--- src/design/paws_pkg.sv ---
// Shared types, field layout and arithmetic constants of the warp sampler.
package paws_pkg;

    localparam int PIXEL_DEPTH   = 65536;
    localparam int PIX_AW        = $clog2(PIXEL_DEPTH);
    localparam int FRACTION_BITS = 8;
    localparam int POINT_FRAC    = 22;
    localparam int SCALE         = 1 << FRACTION_BITS;
    localparam int SCALE_W       = FRACTION_BITS + 1;
    localparam int ROUND_HALF    = 1 << (2 * FRACTION_BITS - 1);
    localparam int LEFT_W        = FRACTION_BITS + 8;

    localparam int ADDR_W   = 16;
    localparam int PIXEL_W  = 24;
    localparam int WEIGHT_W = 18;
    localparam int VERTEX_W = 16;
    localparam int DIM_W    = 11;
    localparam int COORD_W  = 16;

    localparam int MUL_W = (LEFT_W + 1 > WEIGHT_W) ? LEFT_W + 1 : WEIGHT_W;
    localparam int ACC_W = 2 * MUL_W;

    localparam int OFS_ADDR  = 0;
    localparam int OFS_PIXEL = OFS_ADDR + ADDR_W;
    localparam int OFS_WA    = OFS_PIXEL + PIXEL_W;
    localparam int OFS_WB    = OFS_WA + WEIGHT_W;
    localparam int OFS_WC    = OFS_WB + WEIGHT_W;
    localparam int OFS_X1    = OFS_WC + WEIGHT_W;
    localparam int OFS_Y1    = OFS_X1 + VERTEX_W;
    localparam int OFS_X2    = OFS_Y1 + VERTEX_W;
    localparam int OFS_Y2    = OFS_X2 + VERTEX_W;
    localparam int OFS_X3    = OFS_Y2 + VERTEX_W;
    localparam int OFS_Y3    = OFS_X3 + VERTEX_W;
    localparam int IN_DATA_W = 192;

    localparam logic CMD_WRITE  = 1'b0;
    localparam logic CMD_SAMPLE = 1'b1;

    localparam logic CFG_IMAGE_WIDTH  = 1'b0;
    localparam logic CFG_IMAGE_HEIGHT = 1'b1;

    localparam logic [DIM_W-1:0] DIM_RESET = 11'd256;

    typedef enum logic [2:0] {
        ST_IDLE,
        ST_LOCATE,
        ST_CLAMP,
        ST_ROWS,
        ST_FETCH,
        ST_BLEND,
        ST_OUT
    } t_state;

    typedef struct packed {
        logic en;
        logic clear;
    } t_mac_ctrl;

endpackage

--- src/design/paws_mac.sv ---
// Shared signed multiply-accumulate unit used for every product of the sampler.
module paws_mac
    import paws_pkg::*;
(
    input  logic                    i_clk,
    input  t_mac_ctrl               i_ctrl,
    input  logic signed [MUL_W-1:0] i_a,
    input  logic signed [MUL_W-1:0] i_b,
    output logic signed [ACC_W-1:0] o_acc
);

    logic signed [ACC_W-1:0] r_acc;
    logic signed [ACC_W-1:0] product;
    logic signed [ACC_W-1:0] n_acc;

    always_comb begin
        product = i_a * i_b;
        n_acc   = (i_ctrl.clear ? '0 : r_acc) + product;
    end

    always_ff @(posedge i_clk) begin
        if (i_ctrl.en) begin
            r_acc <= n_acc;
        end
    end

    assign o_acc = r_acc;

endmodule

--- config.mk ---
export PLATFORM = sky130hd
export DESIGN_NAME = paws_mac
export DESIGN_NICKNAME = d
export VERILOG_FILES = /design/src/design/paws_pkg.sv /design/src/design/paws_mac.sv
export SDC_FILE = /design/constraint.sdc
export NUM_CORES = 1
export LEC_CHECK = 0
export BUFFER_PORTS_ARGS = -buffer_cell sky130_fd_sc_hd__buf_2
export CAP_MARGIN = 10
export CORE_MARGIN = 10
export CORE_UTILIZATION = 45
export DETAILED_ROUTE_END_ITERATION = 16
export HOLD_SLACK_MARGIN = 0.12
export PLACE_DENSITY = 0.68
export SKIP_LAST_GASP = 1
export SLEW_MARGIN = 30
export SYNTH_ARGS = -nofsm -noshare
export SYNTH_HDL_FRONTEND = slang
export SYNTH_SLANG_ARGS = --single-unit
--- constraint.sdc ---
create_clock -name i_clk -period 8.5 [get_ports i_clk]
set_clock_uncertainty 0.15 [all_clocks]
set_input_delay 0 -clock i_clk [delete_from_list [all_inputs] [get_ports i_clk]]
set_output_delay 0 -clock i_clk [all_outputs]
set_load 0.02 [all_outputs]
## Word-level counts from Yosys, hierarchy flattened

Index checks and enable logic that the tools add are counted.

| cells by class | value |
|---|---|
| reductions and logical operators | 0 |
| shift operators | 0 |
| multiplexer cells | 1 |
| eq/ne operators | 0 |
| order comparisons | 0 |
| add/subtract/negate cells | 1 |
| multipliers | 1 |
| divide/modulo/power cells | 0 |
| bitwise logic cells | 0 |

Operators with widths:

| operator | number |
|---|---|
| $add 36x36->36 | 1 |
| $mul 18x18->36 | 1 |
| $mux 36 | 1 |

| word-level totals | value |
|---|---|
| bits in latches | 0 |
| ROM bits | 0 |
| logic and storage cells | 4 |
| memory bits (writable) | 0 |
| register bits | 36 |
| memories kept | 0 |

## Logic depth before layout (Yosys ltp)

Gate-level depths: netlist (run 1).

| depth | value |
|---|---|
| word-level depth | 2 |
| gate-level depth with buffers | 24 |
| depth with buffers taken out | 23 |

## Worst setup path after synthesis (run 1)

No wires, ideal clock.

| path | value |
|---|---|
| path type | input-to-reg |
| start | in i_a[17] |
| end | reg r_acc[34] (netlist: o_acc[34]) (data pin) |
| required time | 8.192 ns |
| data arrival time | 6.344 ns |
| slack | 1.848 ns |
| stages on the path | 20 |
| cells stage by stage | clkbuf_1 -> clkbuf_1 -> nand2_1 -> fa_1 -> fa_1 -> inv_1 -> fa_1 -> fa_1 -> fa_1 -> fa_1 -> ha_1 -> ha_1 -> a21o_1 -> a21o_1 -> a21o_1 -> a21o_1 -> a21o_1 -> o41ai_4 -> or4b_1 -> o211ai_1 |

| on the way | value |
|---|---|
| longest elaborated chain between the ends | 2 |

RTL lines:

| what | line | RTL |
|---|---|---|
| start, declared | paws_mac.sv:7 | `input logic signed [MUL_W-1:0] i_a,` |
| $mul 18x18->36 | paws_mac.sv:17 | `product = i_a * i_b;` |
| $add 36x36->36 | paws_mac.sv:18 | `n_acc = (i_ctrl.clear ? '0 : r_acc) + product;` |
| net n_acc[34] | paws_mac.sv:14 | `logic signed [ACC_W-1:0] n_acc;` |
| end signal, assigned | paws_mac.sv:23 | `r_acc <= n_acc;` |
| end, declared | paws_mac.sv:12 | `logic signed [ACC_W-1:0] r_acc;` |

The timed path passes the listed nets, and every way through them passes these cells.
A chain may end at the register's enable or synchronous reset.

## Worst setup path after layout (run 1)

Ends and elaborated chain as after synthesis.

==> flow_metrics.env, run 1 <==
export IMPL_finalWirelength_um=33400
export IMPL_finalSetupViolations=0
export IMPL_synthMuxAreaShare_pct=0
export IMPL_dieArea_sq_um=39580
export IMPL_largest_register_ffs=36
export IMPL_period_share_pct=77.60
export IMPL_crit_slowest_cell="fa_1"
export IMPL_hold_viol=0
export IMPL_synth_compound_area_share_pct=4.307
export IMPL_synthAdderAreaFrac_pct=60.02
export IMPL_ant_nets=0
export IMPL_grt_pass1_vias=10710
export IMPL_clock_fmax_mhz=151.6
export IMPL_rows=65
export IMPL_final_core_util_pct=48.44
export IMPL_clock_sinks=36
export IMPL_synth_area_leaders="fa_1 (50%), ha_1 (9.7%), inv_1 (9.5%)"
export IMPL_h_tree_depth=2
export IMPL_dp_hpwl_um=28170
export IMPL_period_minus_slack_ns=6.596
export IMPL_synthMostInstantiatedCell="inv_1"
export IMPL_cap_violations=0
export IMPL_grt_max_degree=37
export IMPL_vias_per_cell=5.075
export IMPL_numCtsBuffers=5
export IMPL_crit_chain="buf_2 -> nand2_1 -> fa_1 -> fa_1 -> inv_1 -> fa_1 -> fa_1 -> fa_1 -> fa_1 -> ha_1 -> ha_1 -> a21o_1 -> a21o_1 -> a21o_1 -> a21o_1 -> a21o_1 -> o41ai_4 -> or4b_1 -> o211ai_1"
export IMPL_endpoint_kind="register"
export IMPL_placed_area_sq_um=15110
export IMPL_drive_above_1_share_pct=5.965
export IMPL_synth_area_sq_um=14410
export IMPL_first_pass_iters=4
export IMPL_ys_ff_latch=36
export IMPL_path_class="input pin to register"
export IMPL_place_gp_congestion=0.8663
export IMPL_r2r_slack_ns=2.79
export IMPL_required_ns=8.50
export IMPL_relSlewSlack_pct=49.05
export IMPL_yosysSeqAreaShare_pct=7.503
export IMPL_critPathLaunchType="input pin"
export IMPL_cts_hold_buf=0
export IMPL_syn_area_per_cell_sq_um=9.903
export IMPL_die_w_um=198.9
export IMPL_start_util_pct=45.66
export IMPL_drt_initial_drc_count=552
export IMPL_synth_simple_area_share_pct=14.88
export IMPL_cp_max_fo=18
export IMPL_clockBufferDepth=2
export IMPL_synth_edf_count=36
export IMPL_worstHoldPathType="input pin to register"
export IMPL_fin_area_sq_um=15280
export IMPL_yosysTopAreaCellShare_pct=50.30
export IMPL_nNetsFinal=2004
export IMPL_synth_top_family_by_area="adder cells"
export IMPL_tns_ns=0
export IMPL_drc_errors=0
export IMPL_cts_resized=0
export IMPL_cpMostUsedCell="fa_1"
export IMPL_synth_nets=1968
export IMPL_ys_async_sr_fraction_pct=0
export IMPL_worstMarginPinSlew_ns=0.7643
export IMPL_cp_top_family="adder cells"
export IMPL_antenna_cells=0
export IMPL_core_sq_um=31560
export IMPL_synth_warning_count=0
export IMPL_synth_xor_area_share_pct=2.553
export IMPL_worst_hold_slack_ns=0.2720
export IMPL_grt_pass1_wl_um=57240
export IMPL_synth_ff_type="edfxtp_1"
export IMPL_rsz0062_at_grt="false"
export IMPL_cts_root_buf="clkbuf_16"
export IMPL_synth_top_cell_by_area="fa_1"
export IMPL_cts_setup_buffers=0
export IMPL_cp_arrival_ns=6.59
export IMPL_grt_ovfl_total=0
export IMPL_outcome="finished clean"
export IMPL_grt_total_usage_pct=18.35
export IMPL_clk_latency_ns=0.31
export IMPL_synth_top_cells_by_count="inv_1 (366), fa_1 (362), and2_1 (177)"
export IMPL_synth_distinct_cells=45
export IMPL_syn_to_final_growth_pct=6.079
export IMPL_die_h_um=198.9
export IMPL_slowest_delay_ns=0.69
export IMPL_cts_tree="done"
export IMPL_slew_viol_final=0
export IMPL_io_pins=75
export IMPL_wire_per_inst_um=17.63
export IMPL_num_vias=9612
export IMPL_synth_cells=1455
export IMPL_numPortBuffers=74
export IMPL_crit_buf_inv=2
export IMPL_clk_pin_slew_ns=0.06
export IMPL_antenna_found_initial=0
==> worst reg2reg max path: stages, from the launching register on <==
cell      delay (ns)
edfxtp_1        0.35
nand2b_1        0.11
fa_1            0.55
inv_1           0.05
fa_1            0.48
fa_1            0.59
fa_1            0.43
ha_1            0.29
ha_1            0.35
a21o_4          0.25
a2111o_1        0.44
a31oi_4         0.27
o31a_4          0.25
o21ai_4         0.09
o41ai_4         0.34
or4b_1          0.47
o211ai_1        0.10
==> layer usage <==
layer,global-route usage (%),up-vias,wire (um)
met5,0,-,0
met4,4.634,0,507
met3,3.244,36,2032
met2,28.75,268,15540
met1,25.76,4986,15320
li1,-,4322,-
==> cell families after synthesis <==
logic type      Yosys count
fa+ha+maj               474
xor+xnor                 42
flops                    36
compound gates           82
simple gates            409
buf+inv                 412
==> worst paths after layout <==
path                            startpoint        end  depth (start not counted)
worst max register to register   o_acc[11]  o_acc[34]                         16
worst max-delay path               i_a[17]  o_acc[34]                         19
worst min register to register    o_acc[0]   o_acc[0]                          2
worst min-delay path                i_b[0]   o_acc[0]                          3
==> placed cells by master, fill, tap and decap left out, types with 2 or more instances in the layout <==
master / n
inv_1: 366
fa_1: 362
and2_1: 177
nand2_1: 141
ha_1: 112
buf_2: 73
xnor2_1: 36
edfxtp_1: 36
nand2b_1: 29
nor2_1: 23
a21oi_1: 19
nor2b_1: 16
o21ai_0: 13
a21o_1: 13
nor3_1: 8
o21bai_1: 8
xor2_1: 6
clkbuf_16: 5
a211oi_1: 4
nand3_1: 4
and3_1: 4
o21a_1: 3
o211ai_1: 3
a2111o_1: 2
nand4b_1: 2
or3_1: 2
a31o_2: 2
clkinv_1: 2
==> stage by stage <==
stage | instances | setup slack (ns)
6_report | 1894 | 1.904
5_1_grt | 1894 | 1.583
4_1_cts | 1893 | 1.894
3_5_place_dp | 1885 | 1.597
3_3_place_gp | 1885 | 1.699
2_1_floorplan | 1455 | 1.848
==> area by class of cell <==
class,instances,area [sq um]
Clock buffer,5,125.1
Clock inverter,3,37.54
Fill cell,2878,16270
Inverter,366,1374
Multi-Input combinational cell,1007,11780
Sequential cell,36,1081
Tap cell,402,503.0
Timing Repair Buffer,75,382.9
Power of run 1 is left out: the tool's default activity adds up to more than one toggle a clock period on the data nets, which glitch-free logic cannot reach.
==> run 2: changes to the inputs <==
--- a/config.mk
+++ b/config.mk
@@ -5,6 +5,7 @@
 export SDC_FILE = /design/constraint.sdc
 export NUM_CORES = 1
 export LEC_CHECK = 0
+export ABC_AREA = 1
 export BUFFER_PORTS_ARGS = -buffer_cell sky130_fd_sc_hd__buf_2
 export CAP_MARGIN = 10
 export CORE_MARGIN = 10
==> constraint.sdc (replaced) <==
create_clock -name i_clk -period 6.15 [get_ports i_clk]
set_clock_uncertainty 0.15 [all_clocks]
set_input_delay 0 -clock i_clk [delete_from_list [all_inputs] [get_ports i_clk]]
set_output_delay 0 -clock i_clk [all_outputs]
set_load 0.02 [all_outputs]
==> flow_metrics.env, run 2 <==
export IMPL_outcome="finished clean"
export IMPL_clk_latency_ns=0.29
export IMPL_worstHoldPathType="input pin to register"
export IMPL_finalWorstSetupSlack_ns=0.3970
export IMPL_numPortBuffers=74
export IMPL_grt_pass1_vias=12600
export IMPL_first_pass_iters=7
export IMPL_final_common_cell="inv_1"
export IMPL_syn_area_per_cell_sq_um=7.947
export IMPL_synth_xor_area_share_pct=0.9113
export IMPL_relSlewSlack_pct=37.70
export IMPL_ys_ff_latch=36
export IMPL_cp_arrival_ns=5.63
export IMPL_clock_sinks=36
export IMPL_antenna_cells=0
export IMPL_grt_max_degree=37
export IMPL_drive_above_1_share_pct=6.345
export IMPL_min_to="o_acc[33]"
export IMPL_whs_path_depth=1
export IMPL_finalWirelength_um=38560
export IMPL_required_ns=6.03
export IMPL_num_vias=11510
export IMPL_dp_hpwl_um=34380
export IMPL_critPathLaunchType="input pin"
export IMPL_synth_distinct_cells=32
export IMPL_dpl_worst_slack_ns=0.1203
export IMPL_rsz0062_at_grt="false"
export IMPL_clk_pin_slew_ns=0.06
export IMPL_nNetsFinal=2482
export IMPL_start_util_pct=45.74
export IMPL_largest_register_ffs=36
export IMPL_cap_violations=0
export IMPL_ys_async_sr_fraction_pct=0
export IMPL_synthAdderAreaFrac_pct=56.24
export IMPL_cp_max_fo=7
export IMPL_clockBufferDepth=2
export IMPL_synth_compound_area_share_pct=1.619
export IMPL_synthMostInstantiatedCell="inv_1"
export IMPL_synth_area_leaders="fa_1 (47%), inv_1 (15%), nand2_1 (13%)"
export IMPL_synth_simple_area_share_pct=17.17
export IMPL_synthMuxAreaShare_pct=0
export IMPL_ant_nets=0
export IMPL_cts_root_buf="clkbuf_16"
export IMPL_drc_errors=0
export IMPL_synth_top_cell_by_area="fa_1"
export IMPL_r2r_end="o_acc[22]"
export IMPL_synth_edf_count=36
export IMPL_die_w_um=204.9
export IMPL_synth_cells=1935
export IMPL_io_pins=75
export IMPL_most_common_layout_cells="inv_1 (621), nand2_1 (519), fa_1 (362)"
export IMPL_cts_setup_buffers=0
export IMPL_dieArea_sq_um=41970
export IMPL_r2r_start="o_acc[16]"
export IMPL_yosysTopAreaCellShare_pct=47.13
export IMPL_die_h_um=204.9
export IMPL_synth_top_cells_by_count="inv_1 (621), nand2_1 (519), fa_1 (362)"
export IMPL_numCtsBuffers=5
export IMPL_finalSetupViolations=0
export IMPL_antenna_found_initial=0
export IMPL_grt_pass1_wl_um=65940
export IMPL_endpoint_kind="register"
export IMPL_min_from="i_ctrl[1]"
export IMPL_hold_viol=0
export IMPL_path_class="input pin to register"
export IMPL_period_share_pct=93.54
export IMPL_grt_ovfl_total=0
export IMPL_core_sq_um=33620
export IMPL_h_tree_depth=2
export IMPL_slew_viol_final=0
export IMPL_vias_per_cell=4.760
export IMPL_synth_warning_count=0
export IMPL_clock_fmax_mhz=173.8
export IMPL_period_minus_slack_ns=5.753
export IMPL_worstMarginPinSlew_ns=0.9346
export IMPL_place_gp_congestion=1.010
export IMPL_r2r_slack_ns=1.17
export IMPL_drt_initial_drc_count=790
export IMPL_tns_ns=0
export IMPL_r2r_cells=16
export IMPL_yosysSeqAreaShare_pct=7.030
export IMPL_synth_area_sq_um=15380
export IMPL_synth_top_family_by_area="adder cells"
export IMPL_cts_tree="done"
export IMPL_syn_to_final_growth_pct=6.688
export IMPL_synth_nets=2448
export IMPL_grt_total_usage_pct=19.54
export IMPL_rows=67
export IMPL_wire_per_inst_um=15.95
export IMPL_synth_ff_type="edfxtp_1"
==> run 2: how the worst max path moves through the flow <==
stage	slack, ns	start	to
3_5_place_dp	0.12	i_a[17]	o_acc[33]
5_1_grt	0.04	i_a[17]	o_acc[33]
6_report	0.40	i_b[17]	o_acc[22]
4_1_cts	0.40	i_a[17]	o_acc[33]
2_1_floorplan	0.21	i_a[17]	o_acc[31]
3_3_place_gp	0.14	i_b[6]	o_acc[28]
==> run 2: critical path: stages <==
cell and delay, ns:
buf_2 0.08, clkinv_1 0.25, or2_2 0.38, fa_1 0.46
fa_1 0.50, inv_1 0.05, fa_1 0.47, fa_1 0.55
fa_1 0.44, fa_1 0.57, fa_1 0.45, ha_1 0.36
a21oi_1 0.22, o21ai_0 0.20, a21oi_1 0.20, nand2_2 0.15
nand2_1 0.11, nand2_1 0.05, nand2_1 0.06, nand2_1 0.08
==> run 2: cell families after synthesis <==
logic type	Yosys count
buf+inv	697
simple gates	667
fa+ha+maj	474
compound gates	45
flops	36
xor+xnor	16
==> run 2: per-stage QoR <==
stage          hold slack (ns)  cell area (sq um)  utilization [%]  std cells
2_1_floorplan         -0.03750              15380                -       1935
3_3_place_gp            0.3448              16260            48.37       2410
3_5_place_dp            0.3460              16260            48.37       2410
4_1_cts                 0.2487              16400            48.80       2418
5_1_grt                 0.2810              16410            48.80       2418
6_report                0.2545              16410            48.80       2418
==> run 2: per-layer routing <==
layer	global-route usage, %	share of wire, %
met1	27.55	46
met2	32.36	48
met3	1.832	4.3
met4	3.649	1.7
met5	0	0
==> run 2: cell type report <==
cell class | instances | area [sq um]
sequential | 36 | 1081
multi-input combinational | 1202 | 11680
clock buffer | 5 | 125.1
tap | 448 | 560.5
inverter | 622 | 2335
timing repair buffer | 102 | 608.1
fill | 3244 | 17210
clock inverter | 3 | 18.77
==> run 2: what timing repair did <==
action / CTS / global route
endpoints found under the setup margin: 0 / 1
gates resized for setup: 0 / 1
endpoints found under the hold margin: 0 / 0
hold buffers: 0 / 0
Power of run 2 is left out for the same reason.
==> run 3: changes to the inputs <==
--- a/config.mk
+++ b/config.mk
@@ -12,7 +12,7 @@
 export CORE_UTILIZATION = 45
 export DETAILED_ROUTE_END_ITERATION = 16
 export HOLD_SLACK_MARGIN = 0.12
-export PLACE_DENSITY = 0.68
+export PLACE_DENSITY = 0.71
 export SKIP_LAST_GASP = 1
 export SLEW_MARGIN = 30
 export SYNTH_ARGS = -nofsm -noshare
==> flow_metrics.env, run 3 (synthesized netlist as in run 2, its figures left out) <==
export IMPL_finalSetupViolations=0
export IMPL_rows=67
export IMPL_r2r_start="o_acc[16]"
export IMPL_syn_to_final_growth_pct=6.769
export IMPL_drt_initial_drc_count=638
export IMPL_endpoint="o_acc[23]"
export IMPL_cp_num_cells=22
export IMPL_crit_chain="buf_2 -> buf_4 -> nand2_1 -> inv_1 -> fa_1 -> inv_1 -> fa_1 -> fa_1 -> inv_1 -> fa_1 -> fa_1 -> fa_1 -> ha_1 -> ha_1 -> a21oi_1 -> nand2_1 -> a21oi_1 -> nand2_2 -> nand2_1 -> nand3_1 -> nand2_1 -> nand2_1"
export IMPL_numCtsBuffers=5
export IMPL_clk_pin_slew_ns=0.06
export IMPL_wire_per_inst_um=16.04
export IMPL_path_class="input pin to register"
export IMPL_cts_tree="done"
export IMPL_endpoint_kind="register"
export IMPL_most_common_layout_cells="inv_1 (621), nand2_1 (519), fa_1 (362)"
export IMPL_clock_sinks=36
export IMPL_cp_top_family="adder cells"
export IMPL_cp_arrival_ns=5.67
export IMPL_hold_viol=0
export IMPL_cts_resized=0
export IMPL_first_pass_iters=6
export IMPL_rsz0062_at_grt="false"
export IMPL_grt_max_degree=37
export IMPL_cp_max_fo=15
export IMPL_r2r_cells=14
export IMPL_place_gp_congestion=0.9581
export IMPL_cpMostUsedCell="fa_1"
export IMPL_grt_ovfl_total=0
export IMPL_clock_fmax_mhz=172.7
export IMPL_die_h_um=204.9
export IMPL_drc_errors=0
export IMPL_num_vias=11510
export IMPL_largest_register_ffs=36
export IMPL_io_pins=75
export IMPL_numPortBuffers=74
export IMPL_startpoint="i_b[3]"
export IMPL_clockBufferDepth=2
export IMPL_slowest_delay_ns=0.63
export IMPL_tns_ns=0
export IMPL_grt_total_usage_pct=19.60
export IMPL_grt_pass1_wl_um=65830
export IMPL_h_tree_depth=2
export IMPL_cts_hold_buf=0
export IMPL_cap_violations=0
export IMPL_nNetsFinal=2484
export IMPL_final_common_cell="inv_1"
export IMPL_core_sq_um=33620
export IMPL_start_util_pct=45.74
export IMPL_vias_per_cell=4.758
export IMPL_period_share_pct=94.13
export IMPL_worstHoldPathType="input pin to register"
export IMPL_dp_hpwl_um=34870
export IMPL_ant_nets=0
export IMPL_r2r_slack_ns=1.02
export IMPL_outcome="finished clean"
export IMPL_required_ns=6.03
export IMPL_cts_setup_buffers=0
export IMPL_dieArea_sq_um=41970
export IMPL_worstMarginPinSlew_ns=0.6903
export IMPL_relSlewSlack_pct=53.93
export IMPL_crit_slowest_cell="fa_1"
export IMPL_grt_pass1_vias=12590
export IMPL_finalWirelength_um=38810
export IMPL_r2r_end="o_acc[26]"
export IMPL_period_minus_slack_ns=5.789
export IMPL_slew_viol_final=0
export IMPL_die_w_um=204.9
export IMPL_cts_root_buf="clkbuf_16"
export IMPL_antenna_found_initial=0
export IMPL_crit_buf_inv=5
export IMPL_antenna_cells=0
export IMPL_critPathLaunchType="input pin"
export IMPL_clk_latency_ns=0.29
export IMPL_final_core_util_pct=48.84
export IMPL_drive_above_1_share_pct=6.339
run 3: cell count changes in the layout (fill, tap and decap cells not counted), sizes merged:
cell and change:
dlygate4sd3 +1, clkbuf -1, buf +2
run 3: how the worst min path moves through the flow:
| stage | from | to | slack (ns) | cells after the start |
|---|---|---|---|---|
| floorplan | i_ctrl[1] | o_acc[0] | -0.04 | 0 |
| global placement | o_acc[0] | o_acc[0] | 0.34 | 1 |
| global route | i_ctrl[0] | o_acc[0] | 0.29 | 4 |
| detailed placement | o_acc[2] | o_acc[2] | 0.35 | 1 |
| finish | i_ctrl[0] | o_acc[0] | 0.25 | 4 |
| CTS | i_ctrl[0] | o_acc[0] | 0.26 | 4 |
run 3: routing by layer:
layer | vias to the layer above | GRT usage, % | wire length, um
li1 | 5447 | - | -
met4 | 0 | 4.857 | 927
met1 | 5708 | 26.80 | 17420
met2 | 303 | 32.98 | 18730
met5 | - | 0 | 0
met3 | 56 | 1.737 | 1739
run 3: through the flow:
stage                     instances  instance area, sq um  setup WS, ns  hold slack (ns)
after global routing           2420                 16420       0.05491           0.2896
after global placement         2411                 16270       0.08269           0.3407
final                          2420                 16420        0.3611           0.2528
after floorplan                1935                 15380        0.2129         -0.03750
after CTS                      2419                 16410        0.3540           0.2598
after detailed placement       2411                 16270       0.05971           0.3501
run 3: layout make-up:
class / count / area [sq um]
Inverter: 622 / 2335
Fill cell: 3202 / 17200
Clock inverter: 3 / 13.76
Tap cell: 448 / 560.5
Multi-Input combinational cell: 1202 / 11680
Sequential cell: 36 / 1081
Clock buffer: 5 / 125.1
Timing Repair Buffer: 104 / 625.6
run 3: worst reg2reg max path: cells and delay by family, from the launching register on:
family / cells / cell delay (ns)
fa+ha+maj: 6 / 2.97
compound gates: 3 / 0.89
flops: 1 / 0.41
simple gates: 4 / 0.41
buf+inv: 1 / 0.06
Power of run 3 is left out for the same reason.
